File: config.mk
export PLATFORM = sky130hd
export DESIGN_NAME = mm_store
export DESIGN_NICKNAME = d
export VERILOG_FILES = /design/src/rtl/mm_store.sv
export SDC_FILE = /design/constraint.sdc
export NUM_CORES = 2
export LEC_CHECK = 0
export BUFFER_PORTS_ARGS = -buffer_cell sky130_fd_sc_hd__buf_2
export CAP_MARGIN = 20
export CORE_ASPECT_RATIO = 0.8
export CORE_MARGIN = 3
export CORE_UTILIZATION = 40
export DETAILED_ROUTE_END_ITERATION = 6
export MAX_ROUTING_LAYER = met4
export SLEW_MARGIN = 30
export SYNTH_ARGS = -nofsm -noshare
export SYNTH_HDL_FRONTEND = slang
export SYNTH_SLANG_ARGS = --single-unit
export TNS_END_PERCENT = 1
File: constraint.sdc
create_clock -name i_clk -period 10.4 [get_ports i_clk]
set_clock_uncertainty 0.1 [all_clocks]
set_input_delay 2.6 -clock i_clk [delete_from_list [all_inputs] [get_ports i_clk]]
set_output_delay 2.6 -clock i_clk [all_outputs]
set_load 0.1 [all_outputs]
File: src/rtl/mm_store.sv
// ----------------------------------------------------------------------------
// mm_store
// Single-port-write, single-port-read element memory with registered read.
// ----------------------------------------------------------------------------
`timescale 1ns / 1ps

module mm_store #(
    parameter int DEPTH  = 64,
    parameter int ADDR_W = 6,
    parameter int DATA_W = 32
) (
    input  logic              i_clk,
    input  logic              i_wr_en,
    input  logic [ADDR_W-1:0] i_wr_addr,
    input  logic [DATA_W-1:0] i_wr_data,
    input  logic [ADDR_W-1:0] i_rd_addr,
    output logic [DATA_W-1:0] o_rd_data
);

    logic [DATA_W-1:0] mem [DEPTH];
    logic [DATA_W-1:0] r_rd_data;

    // Write port.
    always_ff @(posedge i_clk) begin
        if (i_wr_en) begin
            mem[i_wr_addr] <= i_wr_data;
        end
    end

    // Registered read port.
    always_ff @(posedge i_clk) begin
        r_rd_data <= mem[i_rd_addr];
    end

    assign o_rd_data = r_rd_data;

endmodule

==> results.sh <==
export IMPL_grt_usage_pct=20.3
export IMPL_critPathMaxFanout=64
export IMPL_drt_first_pass_iters=5
export IMPL_place_inst=5885
export IMPL_slew_headroom_pct=31.3
export IMPL_max_vdd_ir_drop_v=0.000169
export IMPL_fmax_mhz=185
export IMPL_ys_ff_latch=2080
export IMPL_p_total_w=0.0174
export IMPL_cts_resized=0
export IMPL_io_buffers=77
export IMPL_async_flop_share_pct=0
export IMPL_initial_core_util_pct=40.5
export IMPL_hold_path_class="register to register"
export IMPL_layout_area_overhead_vs_synth_pct=13.5
export IMPL_final_max_slew_viol_count=0
export IMPL_antenna_found_initial=14
export IMPL_reg2reg_from="mem[39][4]"
export IMPL_rsz0062_at_grt="false"
export IMPL_cts_tree="built"
export IMPL_synth_area_leader_cell="edfxtp_1"
export IMPL_setup_viol=0
export IMPL_grt_pass1_vias=36700
export IMPL_yosys_warnings=0
export IMPL_synth_common_cells="edfxtp_1, mux4_2, nor2_1"
export IMPL_drive_gt1_share_pct=29.5
export IMPL_fillers=15900
export IMPL_final_min_clock_period_ns=5.41
export IMPL_fin_util_pct=46.0
export IMPL_ant_nets=0
export IMPL_finalSetupTns_ns=0
export IMPL_synth_edf_count=2048
export IMPL_grt_pass1_wl_mm=283
export IMPL_synth_flop_cell="edfxtp_1"
export IMPL_p_leak_nw=27.4
export IMPL_overflow=0
export IMPL_cp_startpoint="i_rd_addr[2]"
export IMPL_seq_area_frac_synth_pct=79.1
export IMPL_cp_data_arrival_time_ns=5.99
export IMPL_dr_first_iter_drc_count=4595
export IMPL_htreeDepth=4
export IMPL_cts_root_buf="clkbuf_16"
export IMPL_p_per_area_nw_per_um2=195
export IMPL_maxCapViolCount=0
export IMPL_crit_required_ns=10.99
export IMPL_num_io_pins=78
export IMPL_postCtsSetupRepairBufs=0
export IMPL_die_h_um=402
export IMPL_cts_num_sinks=2080
export IMPL_synth_distinct_cells=34
export IMPL_netlist_area_leader_share_pct=78.3
export IMPL_synth_cells=3324
export IMPL_routed_wirelength_mm=198
export IMPL_synthTopCellsByArea="edfxtp_1, mux4_2, mux2i_1"
export IMPL_final_nets=3575
export IMPL_setup_worst_path_end_class="register"
export IMPL_die_area_um2=202000
export IMPL_hpwl_mm=104
export IMPL_place_congestion=0.763
export IMPL_tightest_slew_ns=1.03
export IMPL_startpoint_type="primary input"
export IMPL_row_count=144
export IMPL_cts_hold_buf=0
export IMPL_drc_errors=0
export IMPL_multiInputGateArea_um2=16000
export IMPL_hold_viol_final=0
export IMPL_avgRoutedWirePerCell_um=31.7
export IMPL_grt_max_degree=100
export IMPL_hp_start="mem[29][17]"
export IMPL_die_w_um=501
export IMPL_ctsLongestPathBuffers=3
export IMPL_path_clk_slew_ns=0.06
export IMPL_final_cells=6260
export IMPL_worstSetupPathType="primary input to register"
export IMPL_seqCellArea_um2=62100
export IMPL_syn_cell_area_um2=78500
export IMPL_yosysMostFrequentCell="edfxtp_1"
export IMPL_clock_latency_ns=0.82
export IMPL_num_vias=36600
export IMPL_cts_buffers=196
export IMPL_avgSynthCellArea_um2=23.6
export IMPL_via_per_inst=5.84
export IMPL_core_area_um2=194000
export IMPL_fin_crit_sh_pct=52.0
export IMPL_syn_num_nets=3370
export IMPL_outcome="complete, no violations"
## worst max-delay path: stages
cell and delay, ns:
buf_8 0.55, buf_4 0.83, buf_4 0.74, mux4_2 0.41, o22ai_1 0.16, nor2_1 0.08, a21oi_1 0.40, nor2_1 0.08
## where the power goes
part           internal [W]  switching [W]
clock               0.00403        0.00306
sequential          0.00928      0.0000361
combinational      0.000305       0.000655
## final cells by class
type | instances | share of cell area, %
sequential | 2080 | 69.7
multi-input combinational | 1062 | 17.9
clock buffer | 257 | 5.98
tap | 2555 | 3.59
timing repair buffer | 189 | 1.59
clock inverter | 110 | 1.15
antenna | 7 | 0.0197
## registers in the layout, summed over array words and instances (netlist names)
register	cells
mem	2048
o_rd_data	32
## layout by cell type, fill, tap and decap left out, types with 7 or more instances in the layout
| cell type | Yosys | final |
|---|---|---|
| dfxtp_1 | 32 | 32 |
| clkinv_2 | 0 | 37 |
| buf_4 | 25 | 118 |
| clkbuf_16 | 0 | 201 |
| mux2i_1 | 93 | 93 |
| o22ai_1 | 84 | 84 |
| nor2_4 | 0 | 62 |
| buf_12 | 0 | 8 |
| nor2b_1 | 15 | 15 |
| clkbuf_1 | 74 | 47 |
| o221ai_1 | 27 | 27 |
| bufinv_16 | 0 | 17 |
| a22oi_1 | 12 | 12 |
| nand2_1 | 26 | 25 |
| buf_2 | 57 | 58 |
| clkinv_1 | 0 | 37 |
| inv_6 | 0 | 8 |
| mux4_2 | 544 | 544 |
| a21oi_1 | 62 | 62 |
| nor2_1 | 137 | 75 |
| edfxtp_1 | 2048 | 2048 |
| clkbuf_8 | 0 | 9 |
| a311oi_1 | 8 | 8 |
| diode_2 | 0 | 7 |
## cell families after synthesis
kind of cell	share of synthesized area (%)
simple gates	1.27
flops	79.1
mux	16.8
buf+inv	1.13
compound gates	1.67
## through the flow
stage	hold WS [ns]	cell area [µm²]	setup WS (ns)
5_1_grt	0.693	89100	4.84
3_3_place_gp	0.634	82600	4.08
3_5_place_dp	0.631	82700	4.10
4_1_cts	0.649	89100	4.99
2_1_floorplan	0.563	78500	4.54
6_report	0.639	89100	4.99
## layer usage
layer | part of all wire (%) | track usage, % | wire length, µm
met1 | 42 | 28.4 | 82900
met2 | 48 | 31.3 | 95600
met3 | 8.0 | 3.95 | 15900
met4 | 2.0 | 4.51 | 4060
met5 | 0 | - | 0
## path summary, 6_finish.rpt
check / end / slack (ns) / cells past startpoint
setup / recovery: o_rd_data[19] / 4.99 / 8
hold / removal: o_rd_data[17] / 0.64 / 4
setup reg to reg: o_rd_data[4] / 7.98 / 5
hold reg to reg: o_rd_data[17] / 0.64 / 4
No activity file was read; power rests on OpenSTA's default activity.
