`src/rtl/mm_pkg.sv`:
```
// ----------------------------------------------------------------------------
// mm_pkg
// Types and codes shared by the matrix multiply sequencer and its units.
// ----------------------------------------------------------------------------
`timescale 1ns / 1ps

package mm_pkg;

    // Configuration register indexes.
    localparam logic [1:0] CFG_ROWS_A     = 2'd0;
    localparam logic [1:0] CFG_INNER_SIZE = 2'd1;
    localparam logic [1:0] CFG_COLS_B     = 2'd2;

    // Sequencer states, one-hot.
    typedef enum logic [3:0] {
        ST_IDLE  = 4'b0001,
        ST_ISSUE = 4'b0010,
        ST_DRAIN = 4'b0100,
        ST_POST  = 4'b1000
    } t_state;

    // Tag that travels with each multiply-accumulate step.
    typedef struct packed {
        logic valid;
        logic first;
        logic last;
    } t_mac_ctrl;

endpackage

```
`src/rtl/mm_mac.sv`:
```
// ----------------------------------------------------------------------------
// mm_mac
// Shared multiply-accumulate unit with truncation toward zero and saturation.
// ----------------------------------------------------------------------------
`timescale 1ns / 1ps

module mm_mac #(
    parameter int ACC_W     = 68,
    parameter int FRAC_BITS = 16
) (
    input  logic                i_clk,
    input  logic                i_rst_n,
    input  mm_pkg::t_mac_ctrl   i_ctrl,
    input  logic signed [31:0]  i_a,
    input  logic signed [31:0]  i_b,
    output logic                o_res_valid,
    output logic [31:0]         o_res_data,
    output logic                o_res_sat
);

    import mm_pkg::*;

    localparam logic [ACC_W-1:0] BIAS = (ACC_W'(1) << FRAC_BITS) - ACC_W'(1);

    t_mac_ctrl                 r_s1;
    t_mac_ctrl                 r_s2;
    t_mac_ctrl                 r_s3;
    logic signed [63:0]        r_prod;
    logic signed [ACC_W-1:0]   r_acc;
    logic signed [ACC_W-1:0]   prod_ext;
    logic signed [ACC_W-1:0]   adj;
    logic signed [ACC_W-1:0]   quot;
    logic                      over_pos;
    logic                      over_neg;
    logic                      r_res_valid;
    logic [31:0]               r_res_data;
    logic                      r_res_sat;

    // Tag pipeline: s1 lines up with the memory read data.
    always_ff @(posedge i_clk) begin
        if (!i_rst_n) begin
            r_s1 <= '0;
            r_s2 <= '0;
            r_s3 <= '0;
        end else begin
            r_s1 <= i_ctrl;
            r_s2 <= r_s1;
            r_s3 <= r_s2;
        end
    end

    // Product stage.
    always_ff @(posedge i_clk) begin
        r_prod <= i_a * i_b;
    end

    // Accumulate stage; the first step of an element restarts the sum.
    assign prod_ext = ACC_W'(r_prod);

    always_ff @(posedge i_clk) begin
        if (!i_rst_n) begin
            r_acc <= '0;
        end else if (r_s2.valid) begin
            r_acc <= r_s2.first ? prod_ext : r_acc + prod_ext;
        end
    end

    // Truncate toward zero: bias negative sums before the arithmetic shift.
    always_comb begin
        adj      = r_acc + (r_acc[ACC_W-1] ? BIAS : '0);
        quot     = adj >>> FRAC_BITS;
        over_pos = !quot[ACC_W-1] && (|quot[ACC_W-2:31]);
        over_neg = quot[ACC_W-1] && !(&quot[ACC_W-2:31]);
    end

    // Result stage, held until the next element finishes.
    always_ff @(posedge i_clk) begin
        if (!i_rst_n) begin
            r_res_valid <= 1'b0;
        end else begin
            r_res_valid <= r_s3.valid && r_s3.last;
        end
    end

    always_ff @(posedge i_clk) begin
        if (r_s3.valid && r_s3.last) begin
            r_res_sat <= over_pos || over_neg;
            if (over_pos) begin
                r_res_data <= 32'h7FFF_FFFF;
            end else if (over_neg) begin
                r_res_data <= 32'h8000_0000;
            end else begin
                r_res_data <= quot[31:0];
            end
        end
    end

    assign o_res_valid = r_res_valid;
    assign o_res_data  = r_res_data;
    assign o_res_sat   = r_res_sat;

endmodule

```
`config.mk`:
```
export PLATFORM = sky130hd
export DESIGN_NAME = mm_mac
export DESIGN_NICKNAME = d
export VERILOG_FILES = /design/src/rtl/mm_pkg.sv /design/src/rtl/mm_mac.sv
export SDC_FILE = /design/constraint.sdc
export NUM_CORES = 2
export LEC_CHECK = 0
export BUFFER_PORTS_ARGS = -buffer_cell sky130_fd_sc_hd__buf_2
export CORE_ASPECT_RATIO = 2
export CORE_UTILIZATION = 52
export DETAILED_ROUTE_END_ITERATION = 16
export PLACE_DENSITY_LB_ADDON = 0.3
export SYNTH_ARGS = -nofsm -noshare
export SYNTH_HDL_FRONTEND = slang
export SYNTH_SLANG_ARGS = --single-unit
```
`constraint.sdc`:
```
create_clock -name i_clk -period 14.75 [get_ports i_clk]
set_input_delay 2.95 -clock i_clk [delete_from_list [all_inputs] [get_ports i_clk]]
set_output_delay 2.95 -clock i_clk [all_outputs]
set_load 0.01 [all_outputs]
```
==> Flow_metrics.wiki <==
{| class="wikitable"
! Metric !! Value
|-
| Run status || complete, no violations
|-
| Post-CTS setup buffers || 0
|-
| Largest family of logic cells by synthesized area || adder cells
|-
| Most frequently used cell type in the post-synthesis netlist || sky130_fd_sc_hd__fa_1
|-
| Clock Sink Count || 174
|-
| First-pass GRT wire length || 225 mm
|-
| TritonCTS clock tree || built
|-
| Net count of the mapped netlist || between 6000 and 7000
|-
| Remaining number of nets flagged by the antenna check after routing || 0
|-
| Placed insts || 6133
|-
| Initial antenna violation count || 11
|-
| Vias per cell || 5.81
|-
| Clock transition at the register clock pins on the worst setup and hold paths after CTS || approximately 0.070 ns
|-
| Count of buffer and inverter cells on the critical path || 8
|-
| CORE AREA || 89000 um^2
|-
| Arrival time of the worst setup path || 11.66 ns
|-
| Layout Nets || 6393
|-
| Vias after detailed routing || 35800
|-
| Critical path's most frequent cell || sky130_fd_sc_hd__fa_1
|-
| Count of non-filler cells in the finished layout || 6167
|-
| Most instantiated flip-flop cell in the synthesis netlist || sky130_fd_sc_hd__dfxtp_1
|-
| Overall track demand over capacity in global routing || 0.337
|-
| Number of distinct library cells after synthesis || 75
|-
| Placed cell areas || 47800 um^2
|-
| Max-cap viol count || 0
|-
| Tightest Hold Check Type || flop to flop
|-
| DR pass1 iterations || 6
|-
| Setup CP Type || primary input to flop
|-
| Count of unresolved DRC violations after routing || 0
|-
| Final clock period utilization by the worst path || 0.768
|-
| Routed Wire Length || between 100 and 150 mm
|-
| Number of global-route vias before repair || 39900
|-
| Die outline area || 90900 um^2
|-
| Cell count after synthesis || 5091
|-
| Number of enable flip-flop cells after synthesis || 33
|-
| HPWL after detailed placement || 113 mm
|-
| Clock period minus final worst setup slack || 11.33 ns
|-
| Buffer type at the clock tree root || sky130_fd_sc_hd__clkbuf_16
|-
| Buffers from clock root to sink, at most || 2
|-
| Pins over their slew limit || 0
|-
| Setup repair after global routing missed its margin || false
|-
| Source-to-sink clock delay at the later pin of the worst-skew pair || 0.46 ns
|-
| Final design instance area without fill || roughly 48000 um^2
|-
| Post-Synthesis Cell Area || 46600 um^2
|-
| Area share of the leading cell type in the synthesized netlist || 0.465
|-
| Rows || 155
|-
| Complex-gate fraction of the synthesized area || 0.0865
|-
| Endpoint kind of the worst setup timing path || flop
|-
| Synth Area per Inst || 9.15 um^2
|-
| Routability congestion estimate || 0.996
|-
| Family with the most delay on the worst path || adder cells
|-
| Max FO, Critical Path || 32
|-
| Area delta synth->final || 3.88%
|-
| Hold violation total from the final report || 0
|-
| Worst clock skew || 0.0184 ns
|-
| Routed wire length per instance || between 20 and 25 um
|-
| Io pins || 103
|-
| Proportion of synthesized area in mux cells || 0.00451
|-
| Effective utilization at floorplan || 0.523
|-
| Nature of the critical path startpoint || primary input
|-
| Total congestion overflow after global routing || 0
|-
| Max-Slew Margin vs Limit || 0.250
|-
| Num CTS Buffers || 17
|-
| Biggest cell delay along the critical path || 0.70 ns
|-
| FFs w/ async S/R, synth || 0
|-
| Iteration-0 DRC Markers || 1976
|-
| Synthesis Warnings || 0
|-
| Fillers || 8123
|-
| Setup TNS || 0 ns
|-
| Post-route core utilization || 0.544
|-
| Number of setup violations in the final report || 0
|-
| Layout cells sized above 1 || 0.0379
|-
| Portion of the post-synthesis area used by sequential elements || 0.0818
|-
| Share of synthesized cell area in full adder, half adder and majority cells || 0.537
|-
| Commonest cells in the netlist || sky130_fd_sc_hd__fa_1, sky130_fd_sc_hd__inv_1, sky130_fd_sc_hd__nand2_1
|-
| Maximum clock frequency || 0.0883 GHz
|-
| Xor-xnor portion of the synthesized cell area || 0.0316
|-
| Die Height || 425 um
|-
| Count of input and output buffers || 102
|-
| Actual slew at the worst max-slew pin || approximately 1.1 ns
|-
| PostCTS Resize Cnt || 0
|-
| Die Span X || 214 um
|-
| Synth top area cells || sky130_fd_sc_hd__fa_1, sky130_fd_sc_hd__inv_1, sky130_fd_sc_hd__and2_1
|-
| Fraction of the mapped netlist area in simple logic gates || 0.159
|-
| Hold_buf cts || 0
|-
| Maximum number of pins on one net before global-route repair || between 90 and 100
|-
| Critical path required time || around 15 ns
|-
| H-tree depth || 4
|-
| Most area-hungry cell type in the Yosys netlist || sky130_fd_sc_hd__fa_1
|-
| Number of synthesized register bits || 174
|-
| Critical-path top delay cell || sky130_fd_sc_hd__buf_2
|}
## worst paths after layout
| check | start | end | slack (ns) | cells past startpoint |
|---|---|---|---|---|
| setup reg to reg | r_acc[67]$_SDFFE_PN0P_ | o_res_data[30]$_SDFFCE_PP1P_ | 10.10 | 13 |
| hold / removal | r_s1[2]$_SDFF_PN0_ | r_s2[2]$_SDFF_PN0_ | 0.44 | 1 |
| hold reg to reg | r_s1[2]$_SDFF_PN0_ | r_s2[2]$_SDFF_PN0_ | 0.44 | 1 |
| setup / recovery | i_a[9] | r_prod[62]$_DFF_P_ | 3.42 | 28 |
## kinds of logic after synthesis
family,count (synthesis)
and+or+nand+nor,1501
adders and majority gates,1349
buffers and inverters,1244
AOI/OAI and AO/OA,634
DFF,174
xor gates and xnor gates,168
muxes,21
## placed cells by master, fill, tap and decap left out, types with 6 or more instances in the layout
master / instances
sky130_fd_sc_hd__a2111oi_0: 10
sky130_fd_sc_hd__a211o_1: 7
sky130_fd_sc_hd__a211oi_1: 19
sky130_fd_sc_hd__a21o_1: 72
sky130_fd_sc_hd__a21oi_1: 192
sky130_fd_sc_hd__a31o_2: 7
sky130_fd_sc_hd__a31oi_1: 18
sky130_fd_sc_hd__a41oi_1: 6
sky130_fd_sc_hd__and2_1: 539
sky130_fd_sc_hd__and3_1: 22
sky130_fd_sc_hd__buf_2: 102
sky130_fd_sc_hd__buf_4: 28
sky130_fd_sc_hd__clkbuf_16: 18
sky130_fd_sc_hd__dfxtp_1: 139
sky130_fd_sc_hd__edfxtp_1: 33
sky130_fd_sc_hd__fa_1: 1083
sky130_fd_sc_hd__ha_1: 266
sky130_fd_sc_hd__inv_1: 976
sky130_fd_sc_hd__inv_6: 6
sky130_fd_sc_hd__mux2i_1: 21
sky130_fd_sc_hd__nand2_1: 623
sky130_fd_sc_hd__nand2b_1: 16
sky130_fd_sc_hd__nand3_1: 50
sky130_fd_sc_hd__nand4_1: 38
sky130_fd_sc_hd__nor2_1: 151
sky130_fd_sc_hd__nor2b_1: 13
sky130_fd_sc_hd__nor3_1: 20
sky130_fd_sc_hd__o211ai_1: 31
sky130_fd_sc_hd__o21a_1: 15
sky130_fd_sc_hd__o21ai_0: 158
sky130_fd_sc_hd__o21bai_1: 24
sky130_fd_sc_hd__o31ai_1: 14
sky130_fd_sc_hd__or3_1: 7
sky130_fd_sc_hd__xnor2_1: 100
sky130_fd_sc_hd__xor2_1: 68
## per-stage QoR
step,hold slack [ns],worst slack (ns)
2_1_floorplan,0.412,4.69
3_3_place_gp,0.422,3.17
3_5_place_dp,0.430,3.13
4_1_cts,0.448,3.58
5_1_grt,0.451,3.07
6_report,0.441,3.42
## flip-flops by register name (all words and copies together), names as in the netlist
| register | flops |
|---|---|
| r_s1 | 3 |
| o_res_valid | 1 |
| r_acc | 68 |
| o_res_data | 32 |
| r_s2 | 3 |
| r_s3 | 2 |
| r_prod | 64 |
| o_res_sat | 1 |
## final cells by class
class | count | area [um^2] | area share
clock buffers | 18 | 450 | 0.00931
well taps | 1177 | 1470 | 0.0304
flip-flops and latches | 174 | 3820 | 0.0789
clock inverters | 14 | 144 | 0.00297
repair buffers | 130 | 721 | 0.0149
inverters | 979 | 3670 | 0.0759
diodes | 2 | 5.00 | 0.000103
multi-input cells | 3673 | 38100 | 0.787
## layer usage
layer,GRT usage,vias up,routed length (um)
li1,-,15300,-
met1,0.319,18200,43900
met2,0.603,1546,75200
met3,0.0588,783,8860
met4,0.318,10,16600
met5,0,-,63
Power is not shown: default switching activity piles up to over one toggle a cycle in this logic, so the estimate is an artifact.
